File: src/mmrq_pkg.sv
// shared types, constants and helpers for the min/max requantizer
// no dependencies; imported by the core, the divider and the checker
package mmrq_pkg;

    localparam int CODE_BITS_W     = 4;
    localparam int CODE_W          = 8;
    localparam int STEP_W          = 24;
    localparam int FRAC_BITS       = 8;
    localparam logic [CODE_BITS_W-1:0] CODE_BITS_RESET = 4'd8;
    localparam logic [CODE_BITS_W-1:0] CODE_BITS_MAX   = 4'd8;

    // divider status toward the sequencer
    typedef struct packed {
        logic busy;
        logic done;
    } div_stat_t;

    // 2^d - 1 with d clamped to 1..8
    function automatic logic [CODE_W-1:0] levels_of(input logic [CODE_BITS_W-1:0] cb);
        logic [CODE_W-1:0] lv;
        priority if (cb == '0)
            lv = CODE_W'(1);
        else if (cb >= CODE_BITS_MAX)
            lv = '1;
        else
            lv = (CODE_W'(1) << cb) - CODE_W'(1);
        return lv;
    endfunction

endpackage

File: src/minmax_requantizer_core.sv
// min/max linear requantizer, top level with sample store and sequencer
// depends on mmrq_pkg and mmrq_div
//
// Collects one series of signed samples, one item per cycle, into a store of
// MAX_SAMPLES entries while tracking the series minimum and maximum. The item
// marked last closes the series (a sample arriving with the store full is
// dropped and sets the dropped flag, the last one included). The block then
// stops taking items and emits one result per stored sample in arrival order:
// code = round((x-min)*(2^D-1)/(max-min)) half away from zero, the minimum as
// level_offset, and level_step = round((max-min)*256/(2^D-1)) with 8 fraction
// bits. A flat series gives all-zero codes and step. D comes from code_bits
// (0 acts as 1, above 8 acts as 8), which the user is to have written through
// cfg_wr_en/cfg_wr_data only while the block is idle; the block itself does
// not enforce this. A run costs one step division, then per result one store
// read, one multiply and one division on the shared bit-serial divider (a
// flat series skips the division), plus any time the output is stalled.
// After the result flagged run_last is taken, the series state is cleared
// and the block accepts the next series.
module minmax_requantizer_core #(
    parameter int MAX_SAMPLES = 64,
    parameter int SAMPLE_BITS = 16
) (
    input  logic                                  clk,
    input  logic                                  rst_n,
    // sample items
    input  logic                                  in_valid,
    output logic                                  in_ready,
    input  logic signed [SAMPLE_BITS-1:0]         sample,
    input  logic                                  last,
    // result items
    output logic                                  out_valid,
    input  logic                                  out_ready,
    output logic [mmrq_pkg::CODE_W-1:0]           code,
    output logic signed [SAMPLE_BITS-1:0]         level_offset,
    output logic [mmrq_pkg::STEP_W-1:0]           level_step,
    output logic                                  dropped,
    output logic                                  run_last,
    // code width register
    input  logic                                  cfg_wr_en,
    input  logic [mmrq_pkg::CODE_BITS_W-1:0]      cfg_wr_data
);
    import mmrq_pkg::*;

    localparam int IDX_W  = $clog2(MAX_SAMPLES);
    localparam int CNT_W  = $clog2(MAX_SAMPLES + 1);
    localparam int PROD_W = SAMPLE_BITS + CODE_W;
    localparam int DW     = SAMPLE_BITS + FRAC_BITS + 1;
    localparam int VW     = SAMPLE_BITS + 1;

    // sequencer states
    localparam logic [2:0] S_LOAD      = 3'd0;
    localparam logic [2:0] S_STEP      = 3'd1;
    localparam logic [2:0] S_STEP_WAIT = 3'd2;
    localparam logic [2:0] S_READ      = 3'd3;
    localparam logic [2:0] S_MUL       = 3'd4;
    localparam logic [2:0] S_DIV       = 3'd5;
    localparam logic [2:0] S_DIV_WAIT  = 3'd6;
    localparam logic [2:0] S_OUT       = 3'd7;

    logic [2:0]                    state_reg, state_next;
    logic [CNT_W-1:0]              count_reg;
    logic [IDX_W-1:0]              k_reg;
    logic signed [SAMPLE_BITS-1:0] min_reg;
    logic signed [SAMPLE_BITS-1:0] max_reg;
    logic                          overflow_reg;
    logic [CODE_BITS_W-1:0]        code_bits_reg;

    // payload registers, no reset needed
    logic [SAMPLE_BITS-1:0]        store_mem [MAX_SAMPLES];
    logic [SAMPLE_BITS-1:0]        rd_data_reg;
    logic [PROD_W-1:0]             prod_reg;
    logic [CODE_W-1:0]             code_reg;
    logic [STEP_W-1:0]             step_reg;

    logic                          in_acc;
    logic                          out_acc;
    logic                          has_room;
    logic                          is_final;
    logic [CODE_W-1:0]             levels;
    logic [SAMPLE_BITS-1:0]        range_w;
    logic [SAMPLE_BITS-1:0]        diff_w;

    logic                          div_start;
    logic [DW-1:0]                 div_dividend;
    logic [VW-1:0]                 div_divisor;
    logic [DW-1:0]                 div_quo;
    div_stat_t                     div_stat;

    assign in_ready  = (state_reg == S_LOAD);
    assign out_valid = (state_reg == S_OUT);
    assign in_acc    = in_valid && in_ready;
    assign out_acc   = out_valid && out_ready;
    assign has_room  = (count_reg < CNT_W'(MAX_SAMPLES));
    assign is_final  = ((CNT_W'(k_reg) + CNT_W'(1)) == count_reg);
    assign levels    = levels_of(code_bits_reg);

    // max >= min, so the true range fits SAMPLE_BITS unsigned
    assign range_w = SAMPLE_BITS'(max_reg - min_reg);
    assign diff_w  = SAMPLE_BITS'(rd_data_reg - min_reg);

    // shared divider operands: step in S_STEP, code in S_DIV
    // round half up: (2n + d) / 2d
    always_comb
    begin
        div_start    = 1'b0;
        div_dividend = {range_w, FRAC_BITS'(0), 1'b0} + DW'(levels);
        div_divisor  = VW'({levels, 1'b0});
        if (state_reg == S_STEP)
        begin
            div_start = 1'b1;
        end
        else if (state_reg == S_DIV)
        begin
            div_start    = (range_w != '0);
            div_dividend = {prod_reg, 1'b0} + DW'(range_w);
            div_divisor  = {range_w, 1'b0};
        end
    end

    mmrq_div #(
        .DW (DW),
        .VW (VW)
    ) u_div (
        .clk      (clk),
        .rst_n    (rst_n),
        .start    (div_start),
        .dividend (div_dividend),
        .divisor  (div_divisor),
        .quotient (div_quo),
        .stat     (div_stat)
    );

    // sample store
    always_ff @(posedge clk)
    begin
        if (in_acc && has_room)
            store_mem[count_reg[IDX_W-1:0]] <= sample;
        rd_data_reg <= store_mem[k_reg];
    end

    // datapath registers
    always_ff @(posedge clk)
    begin
        if (state_reg == S_STEP_WAIT && div_stat.done)
            step_reg <= STEP_W'(div_quo);
        if (state_reg == S_MUL)
            prod_reg <= PROD_W'(diff_w) * PROD_W'(levels);
        if (state_reg == S_DIV && range_w == '0)
            code_reg <= '0;
        if (state_reg == S_DIV_WAIT && div_stat.done)
            code_reg <= CODE_W'(div_quo) & levels;
    end

    // next state
    always_comb
    begin
        state_next = state_reg;
        unique case (state_reg)
            S_LOAD:      if (in_acc && last) state_next = S_STEP;
            S_STEP:      state_next = S_STEP_WAIT;
            S_STEP_WAIT: if (div_stat.done) state_next = S_READ;
            S_READ:      state_next = S_MUL;
            S_MUL:       state_next = S_DIV;
            S_DIV:       state_next = (range_w == '0) ? S_OUT : S_DIV_WAIT;
            S_DIV_WAIT:  if (div_stat.done) state_next = S_OUT;
            S_OUT:
            begin
                if (out_acc)
                    state_next = is_final ? S_LOAD : S_READ;
            end
            default:     state_next = S_LOAD;
        endcase
    end

    // control and series state
    always_ff @(posedge clk or negedge rst_n)
    begin
        if (!rst_n)
        begin
            state_reg     <= S_LOAD;
            count_reg     <= '0;
            k_reg         <= '0;
            min_reg       <= '0;
            max_reg       <= '0;
            overflow_reg  <= 1'b0;
            code_bits_reg <= CODE_BITS_RESET;
        end
        else
        begin
            state_reg <= state_next;
            if (cfg_wr_en)
                code_bits_reg <= cfg_wr_data;

            if (in_acc)
            begin
                if (has_room)
                begin
                    // first sample seeds both bounds
                    if (count_reg == '0)
                    begin
                        min_reg <= sample;
                        max_reg <= sample;
                    end
                    else if (sample < min_reg)
                        min_reg <= sample;
                    else if (sample > max_reg)
                        max_reg <= sample;
                    count_reg <= count_reg + CNT_W'(1);
                end
                else
                    overflow_reg <= 1'b1;
            end

            if (state_reg == S_STEP_WAIT)
                k_reg <= '0;

            if (out_acc)
            begin
                if (is_final)
                begin
                    // series done, clear for the next one
                    count_reg    <= '0;
                    min_reg      <= '0;
                    max_reg      <= '0;
                    overflow_reg <= 1'b0;
                    k_reg        <= '0;
                end
                else
                    k_reg <= k_reg + IDX_W'(1);
            end
        end
    end

    // result item fields
    assign code         = code_reg;
    assign level_offset = min_reg;
    assign level_step   = step_reg;
    assign dropped      = overflow_reg;
    assign run_last     = is_final;

endmodule

File: src/mmrq_div.sv
// restoring divider, one quotient bit per cycle
// depends on mmrq_pkg (div_stat_t)
module mmrq_div #(
    parameter int DW = 25,
    parameter int VW = 17
) (
    input  logic                  clk,
    input  logic                  rst_n,
    input  logic                  start,
    input  logic [DW-1:0]         dividend,
    input  logic [VW-1:0]         divisor,
    output logic [DW-1:0]         quotient,
    output mmrq_pkg::div_stat_t   stat
);
    import mmrq_pkg::*;

    localparam int CW = $clog2(DW + 1);

    logic [DW-1:0] quo_reg;
    logic [VW-1:0] rem_reg;
    logic [VW-1:0] den_reg;
    logic [CW-1:0] cnt_reg;
    logic          busy_reg;
    logic          done_reg;

    logic [VW:0]   trial;
    logic          fits;
    logic [VW:0]   diff;

    assign trial = {rem_reg, quo_reg[DW-1]};
    assign fits  = (trial >= {1'b0, den_reg});
    assign diff  = trial - {1'b0, den_reg};

    // iteration datapath
    always_ff @(posedge clk)
    begin
        if (start)
        begin
            quo_reg <= dividend;
            rem_reg <= '0;
            den_reg <= divisor;
        end
        else if (busy_reg)
        begin
            // remainder stays below the divisor, so it fits VW bits
            rem_reg <= fits ? diff[VW-1:0] : trial[VW-1:0];
            quo_reg <= {quo_reg[DW-2:0], fits};
        end
    end

    always_ff @(posedge clk or negedge rst_n)
    begin
        if (!rst_n)
        begin
            cnt_reg  <= '0;
            busy_reg <= 1'b0;
            done_reg <= 1'b0;
        end
        else
        begin
            done_reg <= 1'b0;
            if (start)
            begin
                cnt_reg  <= CW'(DW);
                busy_reg <= 1'b1;
            end
            else if (busy_reg)
            begin
                cnt_reg <= cnt_reg - CW'(1);
                if (cnt_reg == CW'(1))
                begin
                    busy_reg <= 1'b0;
                    done_reg <= 1'b1;
                end
            end
        end
    end

    assign quotient  = quo_reg;
    assign stat.busy = busy_reg;
    assign stat.done = done_reg;

endmodule

File: config.mk
export PLATFORM = sky130hd
export DESIGN_NAME = minmax_requantizer_core
export DESIGN_NICKNAME = d
export VERILOG_FILES = /design/src/mmrq_pkg.sv /design/src/minmax_requantizer_core.sv /design/src/mmrq_div.sv
export SDC_FILE = /design/constraint.sdc
export NUM_CORES = 2
export LEC_CHECK = 0
export ABC_AREA = 1
export BUFFER_PORTS_ARGS = -buffer_cell sky130_fd_sc_hd__buf_2
export CORE_MARGIN = 2
export CORE_UTILIZATION = 45
export DETAILED_ROUTE_END_ITERATION = 8
export GPL_ROUTABILITY_DRIVEN = 0
export PLACE_DENSITY_LB_ADDON = 0.1
export SYNTH_ARGS = -nofsm -noshare
export SYNTH_HDL_FRONTEND = slang
export SYNTH_SLANG_ARGS = --single-unit
File: constraint.sdc
create_clock -name clk -period 5.6 [get_ports clk]
set_input_delay 0.28 -clock clk [delete_from_list [all_inputs] [get_ports clk]]
set_output_delay 0.28 -clock clk [all_outputs]
set_load 0.01 [all_outputs]
After elaboration in Yosys (flattened, before gate mapping)
Memories as Yosys holds them, arrays and structs flattened. A register that Yosys moved wholly into a read port is not among the register bits.
Index checks and enable logic that the tools add are counted.
- flip-flop bits (word level): 175
- bits in latches: 0
- memory bits (writable): 1024
- ROM bits: 0
- input port bits: 26
- output and inout port bits: 52
- logic and storage cells: 122
- memories: 1
- add/sub/neg operators: 10
- multiply operators: 1
- divide/modulo/power cells: 0
- magnitude comparators: 5
- eq/ne operators: 13
- shifts and indexed selects: 1
- multiplexer cells: 54
- bitwise operators: 2
- reduce and logical (&&, ||, !) cells: 17
- memory list (memory ; depth ; width ; rd ports ; clocked after Yosys merged registers in ; wr ports ; RTL line ; source):
    store_mem ; 64 ; 16 ; 1 ; 1 ; 1 ; minmax_requantizer_core.sv:69 ; logic [SAMPLE_BITS-1:0] store_mem [MAX_SAMPLES];
- operators with widths (cell ; number):
    2-to-1 mux 16 bit ; 13
    2-to-1 mux 25 bit ; 4
    2-to-1 mux 8 bit ; 4
    subtractor 16 bit ; 2
    2-to-1 mux 7 bit ; 4
    adder 25 x 16 -> 25 bit ; 1
    adder 25 x 8 -> 25 bit ; 1
    multiplier 16 x 8 -> 24 bit ; 1
    case mux 3 bit (8 select lines) ; 1
    greater-or-equal comparator 18 x 17 -> 1 bit ; 1
    2-to-1 mux 6 bit ; 3
    2-to-1 mux 9 bit ; 2
    2-to-1 mux 17 bit ; 1
    subtractor 17 bit ; 1
    > comparator 16 bit ; 1
    zero test 16 bit ; 1
    < comparator 16 bit ; 1
    nonzero test 16 bit ; 1
    2-to-1 mux 1 bit ; 15
    == test 3 bit, second input constant ; 4
    2-to-1 mux 3 bit ; 4
    2-to-1 mux 5 bit ; 2
    AND 8 bit ; 1
    != test 2 x 1 -> 1 bit, second input constant ; 4
    21 further kinds ; 30

Depth between registers and ports, before layout
- word-level depth: 8
- gate-level depth with buffers: 32
- depth with buffers taken out: 29

Cells and area by module
Synthesis repeated with hierarchy kept, for this count alone.
- cell total of the unflattened synthesis: 5127
- area total of the unflattened synthesis: 56758.2 sq um
- by module, submodules not included (module ; times used ; cells each ; area each (sq um) ; seq. area each (sq um)):
    minmax_requantizer_core ; 1 ; 4615 ; 52768.1 ; 34078.9
    mmrq_div ; 1 ; 512 ; 3990.1 ; 1776.7

Worst setup path before layout
No wires, ideal clock.
- path type: flip-flop to flip-flop
- start point: reg code_bits_reg[3]
- end point: reg prod_reg[17], data pin
- library setup time: 0.252 ns
- arrival time: 5.657 ns
- required time: 5.348 ns
- slack: -0.309 ns
- stages on the path, launching flop included: 29
- path buffers: 2
- period minus slack after synthesis: 5.909 ns
- cells stage by stage: dfstp_2 > inv_1 > nand2_1 > clkbuf_1 > inv_1 > clkbuf_1 > nand3_1 > ha_1 > o22ai_1 > a21oi_1 > inv_1 > or2_2 > fa_1 > fa_1 > fa_1 > inv_1 > fa_1 > ha_1 > a21o_1 > inv_1 > o21ai_1 > nor2_1 > o21ai_1 > a21boi_0 > o21ai_1 > nand2_1 > nand2_1 > nand2_1 > nand2_1
- longest elaborated chain between the ends: 5
- elaborated cells between the ends (all ways): 7
- those cells by class: add/sub (1); mul (1); order compare (1); shift (1); mux (2); reduce/logical (1)
- RTL lines (what ; RTL line ; source):
    from (decl) ; minmax_requantizer_core.sv:66 ; logic [CODE_BITS_W-1:0] code_bits_reg;
    from (signal assigned) ; minmax_requantizer_core.sv:192 ; code_bits_reg <= cfg_wr_data;
    left shift 1 x 4 -> 8 bit ; mmrq_pkg.sv:26 ; lv = (CODE_W'(1) << cb) - CODE_W'(1);
    subtractor 8 x 2 -> 8 bit ; mmrq_pkg.sv:26 ;
    2-to-1 mux 8 bit ; mmrq_pkg.sv:23 ; else if (cb >= CODE_BITS_MAX)
    2-to-1 mux 8 bit * ; mmrq_pkg.sv:21 ; priority if (cb == '0)
    multiplier 16 x 8 -> 24 bit * ; minmax_requantizer_core.sv:147 ; prod_reg <= PROD_W'(diff_w) * PROD_W'(levels);
    to (signal assigned) ; minmax_requantizer_core.sv:147 ;
    to (decl) ; minmax_requantizer_core.sv:71 ; logic [PROD_W-1:0] prod_reg;
Every way passes the cells marked *; elsewhere a longest branch is shown, timed or not.
A chain may end at the register's enable or synchronous reset.

Worst setup path in the final report
- start point: reg min_reg[0] (netlist: level_offset[0])
- end point: reg prod_reg[22], data pin
- longest elaborated chain between the ends: 2
- RTL lines (what ; RTL line ; source):
    from (decl) ; minmax_requantizer_core.sv:63 ; logic signed [SAMPLE_BITS-1:0] min_reg;
    from (signal assigned) ; minmax_requantizer_core.sv:201 ; min_reg <= sample;
    from (signal assigned) ; minmax_requantizer_core.sv:205 ; min_reg <= sample;
    subtractor 16 bit ; minmax_requantizer_core.sv:99 ; assign diff_w = SAMPLE_BITS'(rd_data_reg - min_reg);
    multiplier 16 x 8 -> 24 bit ; minmax_requantizer_core.sv:147 ;
No other way between the ends.

==> qor.log <==
[yosys] Cell Area, Synth 56300 um2
[yosys] post-synthesis async set-or-reset flop share 4.94%
[layout] Layout Area Growth over Synthesis 15.2%
[clocking] Clock Path Buffers 3
[global_routing] global-route wire length before repair 247 mm
[timing] slew at the pin with the worst max-slew slack 1.16 ns
[layout] leading cell type in the layout, fill and taps excluded sky130_fd_sc_hd__edfxtp_1
[yosys] post-synthesis instance total 5103
[global_routing] pin count of the biggest net entering global routing 168
[critical_path] type of element launching the critical path flip-flop
[yosys] part of the Yosys area used for sequential elements 63.6%
[flow_run] Max Cap Violations 0
[floorplanning] Die Width 358 um
[critical_path] signal arrival time at the worst endpoint 6.04 ns
[floorplanning] Die Outline Area 128000 um2
[clocking] clock-pin slew on the worst setup and hold paths 0.06 ns
[floorplanning] Placement Rows 129
[critical_path] slowest cell on the critical path sky130_fd_sc_hd__fa_1
[clocking] clock tree from TritonCTS built
[routing] count of vias placed by the detailed router 39900
[critical_path] category of the most critical setup path flip-flop to flip-flop
[clocking] root buf cell sky130_fd_sc_hd__clkbuf_16
[clocking] H-Tree Depth 4
[timing] min setup slack post-route 0.0355 ns
[clocking] TritonCTS Buffers 133
[layout] max reg flops 1024
[routing] antenna-violating nets left 0
[clocking] clock latency on the worst-skew pair 0.79 ns
[routing] post-detailed-route DRC marker count 0
[timing] number of slew-limit violations in the final report 0
[worst_hold_path] Worst Hold Class input pin to flip-flop
[critical_path] CP max FO 7
[global_routing] number of antenna violations at the first check in global routing 5
[yosys] Yosys warning count 0
[yosys] number of enable-type register cells in the synthesized netlist 1121
[yosys] distinct cell type count of the synthesized netlist 52
[routing] average wire length per cell after detail routing 23.7 um
[global_routing] total global-route track usage 26.0%
[routing] drt via density 5.64
[run_status] outcome finished, final reports clean
[layout] fillcell total 11000
[timing] Tmin final 5.56 ns
[layout] final cell utilization of the core 52.3%
[critical_path] cell with the most instances on the worst path sky130_fd_sc_hd__fa_1
[yosys] leading register cell type out of synthesis sky130_fd_sc_hd__edfxtp_1
[timing] worst setup skew after layout 0.0559 ns
[layout] layout cells sized above 1 13.2%
[critical_path] kind of capture point of the worst setup path flip-flop
[floorplanning] Initial Util 45.4%
[floorplanning] Vert. Die Dim 358 um
[critical_path] Critical Path RT 6.07 ns
[floorplanning] area of the core region 124000 um2
[floorplanning] number of top-level pins 78
[routing] wire length after detailed routing 168 mm
[layout] commonest non-fill, non-tap cells in the layout sky130_fd_sc_hd__edfxtp_1, sky130_fd_sc_hd__nor2_1, sky130_fd_sc_hd__o21ai_0, sky130_fd_sc_hd__nand2_1, sky130_fd_sc_hd__inv_1
[layout] Final nets 5587
[yosys] Yosys reg bits 1214
[placement] detailed placer's ending HPWL 103 mm
[placement] number of buffers added on ports 77
[routing] Pre-antenna DRT Iters 7
[timing] unrepaired setup endpoints after global routing yes
[global_routing] vias in the first global route 37700
[timing] max-slew headroom at the worst pin 22.8%
[yosys] Post-Syn Nets 5359
[critical_path] maximum cell stage delay along the critical path 0.54 ns
[yosys] synthesized area per cell 11.0 um2
[placement] minimum setup slack after placement -0.208 ns
[routing] Starting DRT DRC Count 3911
[timing] timing-limited maximum frequency 180 MHz
[critical_path] cell family with most CP delay adder cells
[timing] final worst path period share 99.4%
[timing] total setup violations reported at the end of the flow 0
[global_routing] overall overflow remaining after global route 0
[clocking] clock sinks 1214
[critical_path] Bufs and invs on worst path 7
[timing] number of endpoints with negative hold slack in the final report 0
==> metal layers <==
metal	track usage, %	share of wire, %	vias to the layer above
met4	9.60	3.6	0
li1	-	-	18600
met2	41.6	47	1402
met5	0	0	-
met3	3.52	6.4	242
met1	36.3	43	19700
==> synthesized netlist by cell type, types with 14 or more instances <==
cell | n | area, um2
sky130_fd_sc_hd__edfxtp_1 | 1121 | 33700
sky130_fd_sc_hd__o21ai_0 | 714 | 3570
sky130_fd_sc_hd__nand4_1 | 24 | 150
sky130_fd_sc_hd__xnor2_1 | 22 | 193
sky130_fd_sc_hd__nand3_1 | 159 | 796
sky130_fd_sc_hd__ha_1 | 142 | 1780
sky130_fd_sc_hd__a21oi_1 | 135 | 676
sky130_fd_sc_hd__dfrtp_1 | 59 | 1480
sky130_fd_sc_hd__o221ai_1 | 36 | 315
sky130_fd_sc_hd__o211ai_1 | 46 | 345
sky130_fd_sc_hd__buf_2 | 53 | 265
sky130_fd_sc_hd__o21ai_1 | 22 | 110
sky130_fd_sc_hd__buf_1 | 15 | 56.3
sky130_fd_sc_hd__nor2_1 | 959 | 3600
sky130_fd_sc_hd__dfxtp_1 | 33 | 661
sky130_fd_sc_hd__inv_1 | 353 | 1330
sky130_fd_sc_hd__fa_1 | 88 | 1760
sky130_fd_sc_hd__or2_2 | 35 | 219
sky130_fd_sc_hd__xor2_1 | 33 | 289
sky130_fd_sc_hd__nor3_1 | 14 | 70.1
sky130_fd_sc_hd__clkbuf_1 | 194 | 728
sky130_fd_sc_hd__nand2_1 | 454 | 1700
sky130_fd_sc_hd__o22ai_1 | 276 | 1730
==> cells by family (layout without fill, tap and decap cells) <==
kind of cell	count (synthesis)	count (layout)	synth area share (%)
AOI/OAI and AO/OA	1275	1275	12.6
xor gates and xnor gates	55	55	0.855
adders and majority gates	230	230	6.28
buffers and inverters	637	971	4.44
DFF	1214	1214	63.6
muxes	1	1	0.0200
other	0	1	0
and+or+nand+nor	1691	1691	12.2
==> stage by stage <==
stage | setup TNS [ns] | hold slack [ns] | std cells | cell area, um2
floorplan | 0 | -0.0156 | 5103 | 56400
global placement | -0.189 | 0.125 | 6793 | 59700
detailed placement | -0.864 | 0.125 | 6793 | 59700
CTS | 0 | 0.00337 | 7059 | 64300
global route | -0.849 | 0.0124 | 7074 | 64900
finish | 0 | 0.0292 | 7075 | 64900
==> final timing paths <==
kind / start / to / slack [ns] / depth (start not counted)
setup / recovery: level_offset[0] / prod_reg[22] / 0.04 / 27
min in group asynchronous: rst_n / code_bits_reg[3] / 0.54 / 3
setup reg to reg: level_offset[0] / prod_reg[22] / 0.04 / 27
max in group asynchronous: rst_n / k_reg[0] / 4.16 / 4
hold / removal: sample[3] / store_mem[28][3] / 0.03 / 1
hold reg to reg: u_div.quotient[17] / level_step[17] / 0.45 / 0
==> layout make-up <==
| cell class | count | area [um2] | area share (%) |
|---|---|---|---|
| antenna | 1 | 2.50 | 0.00386 |
| clock buffer | 173 | 3560 | 5.49 |
| clock inverter | 68 | 668 | 1.03 |
| inverter | 366 | 1400 | 2.15 |
| multi-input combinational | 3252 | 18600 | 28.7 |
| sequential | 1214 | 35800 | 55.2 |
| tap | 1637 | 2050 | 3.16 |
| timing repair buffer | 364 | 2730 | 4.21 |
==> what timing repair did <==
item | in CTS | in global routing
gates cloned | 0 | 0
pin swaps | 18 | 45
buffers inserted | 3 | 15
endpoints found under the setup margin | 9 | 12
resized for setup | 44 | 106
hold buffers | 22 | 0
hold endpoints to repair | 100 | 0
Power is not shown: default switching activity piles up to over one toggle a cycle in this logic, so the estimate is an artifact.
